`src/hdl/prb_pkg.sv`:
```
package prb_pkg;

	localparam int WINDOW     = 32;
	localparam int IDX_W      = $clog2(WINDOW);
	localparam int CNT_W      = $clog2(WINDOW + 1);
	localparam int SEQ_W      = 16;
	localparam int TAG_W      = 32;
	localparam int THR_W      = 5;
	localparam int CMP_W      = 16;

	localparam logic [THR_W-1:0] SKIP_RESET = THR_W'(25);
	localparam logic [SEQ_W-1:0] HEADER_SEQ = SEQ_W'(0);

	typedef enum logic [4:0] {
		ST_IDLE  = 5'b00001,
		ST_SCAN  = 5'b00010,
		ST_LOAD  = 5'b00100,
		ST_FLUSH = 5'b01000,
		ST_DONE  = 5'b10000
	} state_t;

endpackage

```
`src/hdl/packet_reorder_buffer_unit.sv`:
```
// A request that releases packets is accepted and then scanned; each released packet adds
// a scan and a payload read, each skip a scan; output stalls hold the load and flush steps.
// A request that releases nothing goes through accept, scan, flush and done, and a header
// request is only accepted; a new request is taken only in idle.
// Reset (arst_n, asynchronous, active low) clears control state, slot valid bits and the
// threshold (25); the payload memory is not cleared, so there is no clearing pass.
module packet_reorder_buffer_unit
	import prb_pkg::*;
(
	input  logic             clk,
	input  logic             arst_n,
	input  logic             in_valid,
	output logic             in_ready,
	input  logic [SEQ_W-1:0] seq_num,
	input  logic [TAG_W-1:0] payload_tag,
	input  logic             cfg_valid,
	output logic             cfg_ready,
	input  logic [THR_W-1:0] cfg_data,
	output logic             out_valid,
	input  logic             out_ready,
	output logic [SEQ_W-1:0] out_seq,
	output logic [TAG_W-1:0] out_payload,
	output logic             last
);

	// Control state of the window. The slot for sequence s sits at
	// (head + (s - expected)) mod WINDOW, so head always is the slot of the expected number.
	state_t            state_q;
	logic [SEQ_W-1:0]  expected_q;
	logic [IDX_W-1:0]  head_q;
	logic              started_q;
	logic [CNT_W-1:0]  pending_q;
	logic [WINDOW-1:0] valid_q;
	logic [THR_W-1:0]  thr_q;

	// Payload store: one synchronous memory, read data registered.
	logic [TAG_W-1:0]  mem [WINDOW];
	logic [TAG_W-1:0]  rd_data_q;
	logic [SEQ_W-1:0]  ld_seq_q;

	// A released packet is held back one step, because only the next scan tells
	// whether it is the last one of this request.
	logic              hold_valid_q;
	logic [SEQ_W-1:0]  hold_seq_q;
	logic [TAG_W-1:0]  hold_payload_q;

	// Output register.
	logic              out_valid_q;
	logic [SEQ_W-1:0]  out_seq_q;
	logic [TAG_W-1:0]  out_payload_q;
	logic              out_last_q;

	logic              in_fire;
	logic              is_header;
	logic [SEQ_W-1:0]  exp_eff;
	logic [IDX_W-1:0]  head_eff;
	logic [SEQ_W-1:0]  seq_ahead;
	logic              in_window;
	logic [IDX_W:0]    idx_sum;
	logic [IDX_W-1:0]  wr_idx;
	logic              wr_en;
	logic              new_slot;
	logic [IDX_W-1:0]  head_next;
	logic              over_thr;
	logic              out_free;
	logic              push;
	logic              rd_en;

	assign in_ready  = (state_q == ST_IDLE);
	assign cfg_ready = 1'b1;
	assign in_fire   = in_valid && in_ready;
	assign is_header = (seq_num == HEADER_SEQ);

	// The first packet fixes the expected number and the ring base.
	assign exp_eff   = started_q ? expected_q : seq_num;
	assign head_eff  = started_q ? head_q : '0;
	assign seq_ahead = seq_num - exp_eff;
	assign in_window = (seq_ahead < SEQ_W'(WINDOW));
	assign idx_sum   = {1'b0, head_eff} + {1'b0, seq_ahead[IDX_W-1:0]};
	assign wr_idx    = (idx_sum >= (IDX_W+1)'(WINDOW)) ?
		IDX_W'(idx_sum - (IDX_W+1)'(WINDOW)) : idx_sum[IDX_W-1:0];
	assign wr_en     = in_fire && !is_header && in_window;
	assign new_slot  = wr_en && !valid_q[wr_idx];

	assign head_next = (head_q == IDX_W'(WINDOW - 1)) ? '0 : head_q + IDX_W'(1);
	assign over_thr  = (CMP_W'(pending_q) > CMP_W'(thr_q));

	assign rd_en     = (state_q == ST_SCAN) && (pending_q != '0) && valid_q[head_q];
	assign out_free  = !out_valid_q || out_ready;
	assign push      = hold_valid_q && out_free &&
		((state_q == ST_LOAD) || (state_q == ST_FLUSH));

	always_ff @(posedge clk) begin
		if (wr_en) begin
			mem[wr_idx] <= payload_tag;
		end
		if (rd_en) begin
			rd_data_q <= mem[head_q];
			ld_seq_q  <= expected_q;
		end
	end

	always_ff @(posedge clk or negedge arst_n) begin
		if (!arst_n) begin
			state_q      <= ST_IDLE;
			expected_q   <= '0;
			head_q       <= '0;
			started_q    <= 1'b0;
			pending_q    <= '0;
			valid_q      <= '0;
			thr_q        <= SKIP_RESET;
			hold_valid_q <= 1'b0;
			out_valid_q  <= 1'b0;
		end else begin
			if (cfg_valid && cfg_ready) begin
				thr_q <= cfg_data;
			end

			if (push) begin
				out_valid_q <= 1'b1;
			end else if (out_ready) begin
				out_valid_q <= 1'b0;
			end

			case (state_q)
				ST_IDLE: begin
					if (in_fire && !is_header) begin
						started_q  <= 1'b1;
						expected_q <= exp_eff;
						head_q     <= head_eff;
						if (new_slot) begin
							valid_q[wr_idx] <= 1'b1;
							pending_q       <= pending_q + CNT_W'(1);
						end
						state_q <= ST_SCAN;
					end
				end
				ST_SCAN: begin
					if (pending_q == '0) begin
						state_q <= ST_FLUSH;
					end else if (valid_q[head_q]) begin
						// Release the expected packet; its payload arrives next cycle.
						valid_q[head_q] <= 1'b0;
						pending_q       <= pending_q - CNT_W'(1);
						expected_q      <= expected_q + SEQ_W'(1);
						head_q          <= head_next;
						state_q         <= ST_LOAD;
					end else if (over_thr) begin
						// Too much is waiting behind a gap: give up on the missing number.
						expected_q <= expected_q + SEQ_W'(1);
						head_q     <= head_next;
					end else begin
						state_q <= ST_FLUSH;
					end
				end
				ST_LOAD: begin
					if (!hold_valid_q || out_free) begin
						hold_valid_q   <= 1'b1;
						hold_seq_q     <= ld_seq_q;
						hold_payload_q <= rd_data_q;
						state_q        <= ST_SCAN;
					end
				end
				ST_FLUSH: begin
					if (!hold_valid_q || out_free) begin
						hold_valid_q <= 1'b0;
						state_q      <= ST_DONE;
					end
				end
				ST_DONE: begin
					state_q <= ST_IDLE;
				end
				default: begin
					state_q <= ST_IDLE;
				end
			endcase
		end
	end

	// The held packet goes out marked last only when the scan ended.
	always_ff @(posedge clk) begin
		if (push) begin
			out_seq_q     <= hold_seq_q;
			out_payload_q <= hold_payload_q;
			out_last_q    <= (state_q == ST_FLUSH);
		end
	end

	assign out_valid   = out_valid_q;
	assign out_seq     = out_seq_q;
	assign out_payload = out_payload_q;
	assign last        = out_last_q;

`ifndef SYNTHESIS
	a_count_matches: assert property (@(posedge clk) disable iff (!arst_n)
		$countones(valid_q) == int'(pending_q))
		else $error("pending count does not match slot valid bits");

	a_idle_no_hold: assert property (@(posedge clk) disable iff (!arst_n)
		in_ready |-> !hold_valid_q)
		else $error("new request accepted while a released packet is still held");

	a_packet_starts_scan: assert property (@(posedge clk) disable iff (!arst_n)
		(in_valid && in_ready && (seq_num != HEADER_SEQ)) |=> (state_q == ST_SCAN))
		else $error("accepted packet did not start a scan");

	a_load_after_read: assert property (@(posedge clk) disable iff (!arst_n)
		rd_en |=> (state_q == ST_LOAD) && (pending_q == $past(pending_q) - CNT_W'(1)))
		else $error("slot release did not go to the payload load");
`endif

endmodule
```
`config.mk`:
```
export PLATFORM = sky130hd
export DESIGN_NAME = packet_reorder_buffer_unit
export DESIGN_NICKNAME = d
export VERILOG_FILES = /design/src/hdl/prb_pkg.sv /design/src/hdl/packet_reorder_buffer_unit.sv
export SDC_FILE = /design/constraint.sdc
export NUM_CORES = 1
export LEC_CHECK = 0
export ABC_AREA = 1
export BUFFER_PORTS_ARGS = -buffer_cell sky130_fd_sc_hd__buf_2
export CORE_MARGIN = 3
export CORE_UTILIZATION = 60
export DETAILED_ROUTE_END_ITERATION = 16
export HOLD_SLACK_MARGIN = 0.05
export PLACE_DENSITY = 0.77
export SETUP_SLACK_MARGIN = 0.02
export SYNTH_ARGS = -nofsm -noshare
export SYNTH_HDL_FRONTEND = slang
export SYNTH_SLANG_ARGS = --single-unit
```
`constraint.sdc`:
```
create_clock -name clk -period 13.1 [get_ports clk]
set_input_delay 1.31 -clock clk [delete_from_list [all_inputs] [get_ports clk]]
set_output_delay 1.31 -clock clk [all_outputs]
set_load 0.01 [all_outputs]
```
==> reports/metrics.csv, run 1 <==
stage,metric,value,unit
drt,dr_wl_met3,13.21,mm
job,maxCapViolCount,0,
die,die_w,296.0,um
drt,wl_per_cell,24.27,um
clocking,cts.sinks,1241,
setup_path,path_max_fanout,36,
setup_path,cp-endpoint,mem[12][26]$_DFFE_PP_,
layout,most-common-layout-cells,"1169 x edfxtp_1, 588 x nor2_1, 560 x o21ai_0",
drt,wl_met1,49.86,mm
yosys,ys_types,55,
yosys,syn_area,50470,um^2
sta,hold_violations,0,
yosys,synth_nets,4127,
yosys,synth_edf_count,1169,
drt,vias,33150,
setup_path,r2r_end,mem[12][26]$_DFFE_PP_,
die,fp.dieH,296.0,um
power_and_ir_drop,p_per_area,178.8,nW/um^2
global_routing,grtUsageTotal,29.07,%
drt,wirelength,127.2,mm
drt,routed-wl-met2,59.09,mm
die,fp.dieArea,87620,um^2
drt,maxUsedRoutingLayer,met5,
sta,finalCritPeriodShare,39.13,%
drt,drt_iter0_drc,4593,
layout,drive_gt1_share,9.861,%
clocking,root_buffer,clkbuf_16,
layout,mostFrequentLayoutCell,edfxtp_1,
yosys,syn_avg_cell_area,12.52,um^2
drt,drc,0,
setup_path,cp.arrival,5.46,ns
die,ios,110,
sta,slew_headroom,23.61,%
sta,worstMarginPinSlew,1.146,ns
place,gp_congestion,0.9076,
power_and_ir_drop,power.leakage,19.51,nW
power_and_ir_drop,clkPwrFrac,32.1,%
setup_path,timing_worst_setup_path_type,reg -> reg,
setup_path,reg2reg_from,started_q$_DFFE_PN0P_,
die,start_util,61.07,%
yosys,synthCells,4032,
outcome,outcome,completed,
setup_path,rrSetupSlack,7.97,ns
global_routing,grt_max_degree,186,
clocking,ctsHoldBuffers,0,
sta,worst_clock_skew,0.03053,ns
die,rows,105,
clocking,clockBufferDepth,3,
sta,rsz0062_at_grt,no,
min_path,min-delay-start,rd_data_q[8]$_DFFE_PP_,
sta,fmax,195.1,MHz
clocking,cts_buffers,115,
clocking,cts_resized,0,
power_and_ir_drop,intPower,6.806,mW
setup_path,cp-start-kind,flip-flop,
min_path,hold_class,reg -> reg,
power_and_ir_drop,totalPowerFinal,9.952,mW
global_routing,antenna_found_initial,8,
setup_path,required,13.43,ns
power_and_ir_drop,p_sw,3.146,mW
clocking,clk_pin_slew,0.07,ns
clocking,cts-htree-levels,3,
setup_path,worstSetupStartpoint,started_q$_DFFE_PN0P_,
yosys,yosysSeqAreaShare,73.14,%
global_routing,grt.overflow.total,0,
global_routing,grt_first_pass_wirelength,190.7,mm
place,dp_hpwl,69.56,mm
power_and_ir_drop,ir_drop,162.6,uV
sta,setup_viol,0,
clocking,post-cts-setup-buffers,0,
power_and_ir_drop,p_comb_share,22.4,%
yosys,synth_seq_cells,1241,
sta,fin_crit,5.126,ns
yosys,synth_top_flop_cell,edfxtp_1,
power_and_ir_drop,swShare,31.61,%
setup_path,endpoint_kind,flip-flop,
drt,ant_nets,0,
yosys,async_reset_ff_share,5.802,%
setup_path,rr_worst_depth,15,
place,io_buffer_count,108,
global_routing,grt_pass1_vias,31680,
drt,vias_per_cell,6.327,
clocking,cts_tree,built,
die,coreArea,82640,um^2
yosys,yosysWarningCount,0,
power_and_ir_drop,p_seq_share,45.5,%
drt,first_pass_iters,6,
layout,syn_to_final_growth,10.28,%
clocking,clock_latency,0.70,ns
sta,finalSetupTns,0,ns
layout,fin_nets,4171,
sta,maxSlewViolCount,0,
-- routing by layer --
| metal | vias to the layer above | track usage [%] |
|---|---|---|
| met3 | 304 | 4.920 |
| met2 | 2003 | 46.13 |
| met5 | - | 0 |
| met4 | 2 | 11.61 |
| met1 | 16050 | 40.83 |
| li1 | 14800 | - |
-- synth_stat cells (3+ instances only) --
| library cell | n | area [um^2] |
|---|---|---|
| xor2_1 | 14 | 122.6 |
| inv_2 | 12 | 45.04 |
| o21ai_0 | 560 | 2803 |
| o22ai_1 | 256 | 1602 |
| mux2i_1 | 3 | 30.03 |
| dfrtp_1 | 68 | 1702 |
| edfxtp_1 | 1169 | 35100 |
| buf_1 | 6 | 22.52 |
| xnor2_1 | 4 | 35.03 |
| nand3_1 | 81 | 405.4 |
| a21oi_1 | 61 | 305.3 |
| nand3b_1 | 5 | 37.54 |
| a221oi_1 | 62 | 543.0 |
| nand4_1 | 16 | 100.1 |
| buf_4 | 11 | 82.58 |
| nand2_2 | 13 | 81.33 |
| buf_6 | 5 | 56.30 |
| nor2_1 | 622 | 2335 |
| o211ai_1 | 21 | 157.7 |
| buf_2 | 42 | 210.2 |
| fa_1 | 3 | 60.06 |
| nor3_4 | 4 | 65.06 |
| nand2_1 | 537 | 2016 |
| nor3_1 | 11 | 55.05 |
| clkbuf_1 | 178 | 668.1 |
| a22o_1 | 48 | 420.4 |
| o21ai_1 | 15 | 75.07 |
| inv_1 | 135 | 506.7 |
| dfstp_2 | 4 | 105.1 |
| ha_1 | 34 | 425.4 |
-- flip-flops by register name (all words and copies together) (netlist names), 6 cells and up --
| register | cells |
|---|---|
| mem | 1024 |
| hold_payload_q | 32 |
| out_payload | 32 |
| rd_data_q | 32 |
| valid_q | 32 |
| expected_q | 16 |
| hold_seq_q | 16 |
| ld_seq_q | 16 |
| out_seq | 16 |
| pending_q | 6 |
-- stage by stage --
stage          hold slack [ns]  worst slack (ns)  instance area [um^2]  cells  utilization (%)
3_5_place_dp            0.4045             7.710                 52050   5029            62.99
2_1_floorplan           0.4003             7.738                 50470   4032                -
6_report                0.4037             7.974                 55650   5240            67.35
5_1_grt                 0.3969             7.545                 55650   5240            67.35
4_1_cts                 0.3880             7.998                 55650   5238            67.34
3_3_place_gp            0.4007             7.756                 52050   5029            62.99
-- power by group through the flow --
stage	clock, mW	combinational [mW]	sequential (mW)
2_1_floorplan	0	1.62	4.58
3_3_place_gp	0	2.14	4.61
3_5_place_dp	0	2.19	4.61
4_1_cts	3.22	2.20	4.53
5_1_grt	3.37	2.48	4.54
6_report	3.19	2.23	4.53
-- worst min-delay path by stage --
stage               depth (start not counted)                           end  slack, ns
finish                                      0   hold_payload_q[8]$_DFFE_PP_       0.40
global route                                1    expected_q[15]$_DFFE_PN0P_       0.40
CTS                                         1    expected_q[14]$_DFFE_PN0P_       0.39
detailed placement                          0  hold_payload_q[15]$_DFFE_PP_       0.40
global placement                            0  hold_payload_q[15]$_DFFE_PP_       0.40
floorplan                                   0   hold_payload_q[0]$_DFFE_PP_       0.40
-- layout make-up --
class	count	area, um^2
clock buffer	147	3062
clock inverter	62	535.5
inverter	147	564.3
antenna	2	5.005
sequential	1241	36920
multi-input combinational	2399	12200
fill	5739	26980
tap	1070	1339
timing repair buffer	172	1036
-- cell families after synthesis --
group	Yosys count	share of synthesized area, %
AO/OA/AOI/OAI	1033	11.86
flip-flops	1241	73.14
adder cells (fa/ha/maj)	37	0.9620
buffers and inverters	392	3.243
AND/OR/NAND/NOR	1305	10.37
XOR/XNOR	19	0.3446
multiplexers	4	0.08182
other	1	0.007431
-- worst max-delay path: stages, from the launching register on --
cell,delay (ns)
dfrtp_1,1.02
o21ai_0,0.28
ha_1,0.28
fa_1,0.44
xnor2_1,0.16
ha_1,0.37
a21oi_1,0.21
nand2_1,0.07
nand2_1,0.06
nand2_1,0.14
inv_1,0.17
nand2_1,0.09
nor2_1,0.27
nand2_1,0.18
nor2_4,0.52
buf_4,0.47
Note: power is estimated with default switching activity, not from simulation.
==> run 2, diff against run 1 <==
Settings changed: ABC_AREA 1 to 0, CORE_UTILIZATION 60 to 56, PLACE_DENSITY 0.77 to 0.75.
Clock period 13.1 ns to 4.7 ns, I/O delays scaled along.
==> reports/metrics.csv, run 2 <==
stage,metric,value,unit,change
global_routing,grt_first_pass_wirelength,172.9,mm,was 190.7 mm
power_and_ir_drop,p_comb_share,29.0,%,was 22.4%
drt,drt_iter0_drc,2882,,was 4593
drt,routed-wl-met2,57.37,mm,was 59.09 mm
layout,largest_register_ffs,1024,,unchanged
sta,hold_violations,0,,unchanged
sta,finalSetupTns,0,ns,unchanged
sta,worstMarginPinSlew,1.212,ns,was 1.146 ns
sta,maxSlewViolCount,0,,unchanged
die,ios,110,,unchanged
layout,final_util,65.21,%,was 67.35%
drt,dr_wl_met3,12.87,mm,was 13.21 mm
drt,first_pass_iters,7,,was 6
clocking,clk_pin_slew,0.06,ns,was 0.07 ns
global_routing,grt_pass1_vias,25870,,was 31680
die,fp.dieArea,89290,um^2,was 87620 um^2
layout,mostFrequentLayoutCell,edfxtp_1,,unchanged
place,dp_hpwl,65.08,mm,was 69.56 mm
drt,drc,0,,unchanged
layout,fin_nets,2688,,was 4171
sta,fin_crit,4.500,ns,was 5.126 ns
yosys,syn_avg_cell_area,20.49,um^2,was 12.52 um^2
yosys,synth_nets,2439,,was 4127
yosys,ys_types,63,,was 55
power_and_ir_drop,ir_drop,547.8,uV,was 162.6 uV
yosys,synth_fa_ha_area_share,1.011,%,was 0.9620%
power_and_ir_drop,totalPowerFinal,31.17,mW,was 9.952 mW
die,fp.dieH,298.8,um,was 296.0 um
layout,most-common-layout-cells,"1169 x edfxtp_1, 267 x mux4_2, 126 x a22oi_1",,"was 1169 x edfxtp_1, 588 x nor2_1, 560 x o21ai_0"
global_routing,grtUsageTotal,26.61,%,was 29.07%
power_and_ir_drop,intPower,21.46,mW,was 6.806 mW
place,gp_congestion,0.9386,,was 0.9076
yosys,yosysSeqAreaShare,76.87,%,was 73.14%
yosys,synth_seq_cells,1241,,unchanged
yosys,ys_top_cells_by_count,"1169 x edfxtp_1, 267 x mux4_2, 126 x a22oi_1",,"was 1169 x edfxtp_1, 622 x nor2_1, 560 x o21ai_0"
yosys,synth.most_common_cell,edfxtp_1,,unchanged
clocking,cts-htree-levels,3,,unchanged
yosys,synthSimpleGateAreaFrac,2.692,%,was 10.37%
sta,rsz0062_at_grt,no,,unchanged
sta,slew_headroom,18.98,%,was 23.61%
layout,top_register,mem,,unchanged
layout,syn_to_final_growth,14.55,%,was 10.28%
setup_path,cpMaxStageDelayCell,fa_2,,was dfrtp_1
layout,seq_area,36920,um^2,about the same
clocking,root_buffer,clkbuf_16,,unchanged
drt,vias_per_cell,6.542,,was 6.327
yosys,synth.mux.area_fraction,13.36,%,was 0.08182%
power_and_ir_drop,p_seq_share,41.8,%,was 45.5%
power_and_ir_drop,swShare,31.16,%,was 31.61%
outcome,outcome,completed,,unchanged
drt,wl_per_cell,30.62,um,was 24.27 um
place,io_buffer_count,108,,unchanged
die,coreArea,84350,um^2,was 82640 um^2
setup_path,max_stage_delay,0.64,ns,was 1.02 ns
layout,fill_cells,5421,,was 5739
global_routing,grt.overflow.total,0,,unchanged
setup_path,path_buf_inv,2,,unchanged
global_routing,grt_max_degree,138,,was 186
yosys,syn_area,48020,um^2,was 50470 um^2
clocking,cts_tree,built,,unchanged
job,maxCapViolCount,0,,unchanged
clocking,cts.sinks,1241,,unchanged
setup_path,required,5.31,ns,was 13.43 ns
die,start_util,56.93,%,was 61.07%
sta,worst_clock_skew,0.03377,ns,was 0.03053 ns
drt,vias,25020,,was 33150
power_and_ir_drop,clkPwrFrac,29.2,%,was 32.1%
die,rows,106,,was 105
clocking,cts_buffers,115,,unchanged
sta,setup_viol,0,,unchanged
sta,finalCritPeriodShare,95.75,%,was 39.13%
setup_path,endpoint_kind,flip-flop,,unchanged
setup_path,cp.arrival,5.11,ns,was 5.46 ns
clocking,clockBufferDepth,3,,unchanged
place,postPlaceCellArea,51090,um^2,was 52050 um^2
power_and_ir_drop,power.leakage,17.59,nW,was 19.51 nW
yosys,synth_compound_gate_area_share,4.630,%,was 11.86%
min_path,hold_class,in -> async,,was reg -> reg
layout,finalInstanceArea,55000,um^2,was 55650 um^2
drt,ant_nets,0,,unchanged
clocking,clock_latency,0.71,ns,was 0.70 ns
yosys,synth_area_leaders,"edfxtp_1 73%, mux4_2 13%, dfrtp_1 3.5%",,"was edfxtp_1 70%, o21ai_0 5.6%, nor2_1 4.6%"
die,die_w,298.8,um,was 296.0 um
yosys,synth-xor-area-share,0.2736,%,was 0.3446%
setup_path,path_max_fanout,7,,was 36
power_and_ir_drop,p_sw,9.713,mW,was 3.146 mW
yosys,synth_top_family_by_area,multiplexers,,was compound AO/OA/AOI/OAI gates
sta,fmax,222.2,MHz,was 195.1 MHz
setup_path,cp_top_family,adder cells,,was simple AND/OR/NAND/NOR gates
drt,wl_met1,42.81,mm,was 49.86 mm
power_and_ir_drop,p_per_area,566.7,nW/um^2,was 178.8 nW/um^2
layout,multi_input_area,10880,um^2,was 12200 um^2
setup_path,cp-start-kind,flip-flop,,unchanged
yosys,synth_top_area_share,73.11,%,was 69.56%
setup_path,crit_chain,"o21ai_1, ha_2, fa_2, fa_2, mux4_2, mux4_2, mux2_2, or4b_4, o31ai_4, buf_6, nand4b_1, buf_6, o21ai_0",,"was o21ai_0, ha_1, fa_1, xnor2_1, ha_1, a21oi_1, nand2_1, nand2_1, nand2_1, inv_1, nand2_1, nor2_1, nand2_1, nor2_4, buf_4"
yosys,async_reset_ff_share,5.802,%,unchanged
layout,drive_gt1_share,27.42,%,was 9.861%
setup_path,timing_worst_setup_path_type,reg -> reg,,unchanged
yosys,synthCells,2344,,was 4032
drt,wirelength,117.1,mm,was 127.2 mm
yosys,yosysWarningCount,0,,unchanged
drt,maxUsedRoutingLayer,met5,,unchanged
yosys,synth_top_flop_cell,edfxtp_1,,unchanged
yosys,yosys.area.top_type,edfxtp_1,,unchanged
global_routing,antenna_found_initial,3,,was 8
yosys,synth_edf_count,1169,,unchanged
sta,holdWs,0.02607,ns,was 0.4037 ns
-- run 2: cell count changes in the layout (fill, tap and decap cells not counted), sizes merged, moves of 43 or more --
cell / delta
nor2: -557
a22o: -43
o22ai: -250
nand3: -64
mux4: +267
inv: -115
o21ai: -476
buf: +60
a221oi: -59
nand2: -480
a22oi: +125
-- run 2: layout make-up --
cell class	instances	area share (%)
flip-flops and latches	1241	67.12
multi-input cells	960	19.78
clock buffers	144	5.468
repair buffers	244	3.603
well taps	1134	2.580
clock inverters	68	1.226
inverters	31	0.2116
diodes	2	0.009099
-- run 2: path summary, 6_finish.rpt --
path	start	endpoint	slack (ns)	cells past startpoint
worst max-delay path	started_q$_DFFE_PN0P_	valid_q[28]$_DFFE_PN0P_	0.20	13
worst max register to register	started_q$_DFFE_PN0P_	valid_q[28]$_DFFE_PN0P_	0.20	13
max in group asynchronous	arst_n	started_q$_DFFE_PN0P_	3.97	2
worst min register to register	rd_data_q[5]$_DFFE_PP_	hold_payload_q[5]$_DFFE_PP_	0.42	0
worst min-delay path	arst_n	head_q[1]$_DFFE_PN0P_	0.03	2
min in group clk	seq_num[4]	expected_q[4]$_DFFE_PN0P_	0.13	2
-- run 2: metrics by stage --
stage / worst slack, ns / std cells
floorplan: 0.02398 / 2344
global placement: -0.1107 / 3589
detailed placement: -0.2210 / 3589
CTS: 0.06222 / 3816
global route: 0.02286 / 3823
finish: 0.1997 / 3824
-- run 2: repair_timing --
item                                    in CTS  in global routing
setup buffers                                3                  6
pin swaps                                    3                  2
resized for setup                            0                 20
hold endpoints to repair                     6                  0
endpoints found under the setup margin      18                162
hold buffers                                12                  0
-- run 2: routing by layer --
| layer | global-route usage, % | vias up |
|---|---|---|
| li1 | - | 10280 |
| met1 | 36.32 | 12950 |
| met2 | 42.64 | 1507 |
| met3 | 6.313 | 268 |
| met4 | 9.611 | 2 |
| met5 | 0 | - |
-- run 2: power groups by stage --
stage	registers, mW	logic [mW]	clock network (mW)
finish	13.0	9.04	9.10
global route	13.1	9.65	9.66
CTS	13.0	8.97	9.22
detailed placement	13.3	8.88	0
global placement	13.2	8.76	0
floorplan	13.1	5.88	0
-- run 2: kinds of logic after synthesis --
group,Yosys count
XOR/XNOR,15
other,1
AND/OR/NAND/NOR,263
AO/OA/AOI/OAI,338
adder cells (fa/ha/maj),37
multiplexers,306
flip-flops,1241
buffers and inverters,143
-- run 2: worst register-to-register path: stages, from the launching register on --
cell,delay (ns)
dfrtp_2,0.46
o21ai_1,0.18
ha_2,0.21
fa_2,0.47
fa_2,0.64
mux4_2,0.32
mux4_2,0.47
mux2_2,0.28
or4b_4,0.50
o31ai_4,0.23
buf_6,0.16
nand4b_1,0.15
buf_6,0.20
o21ai_0,0.14
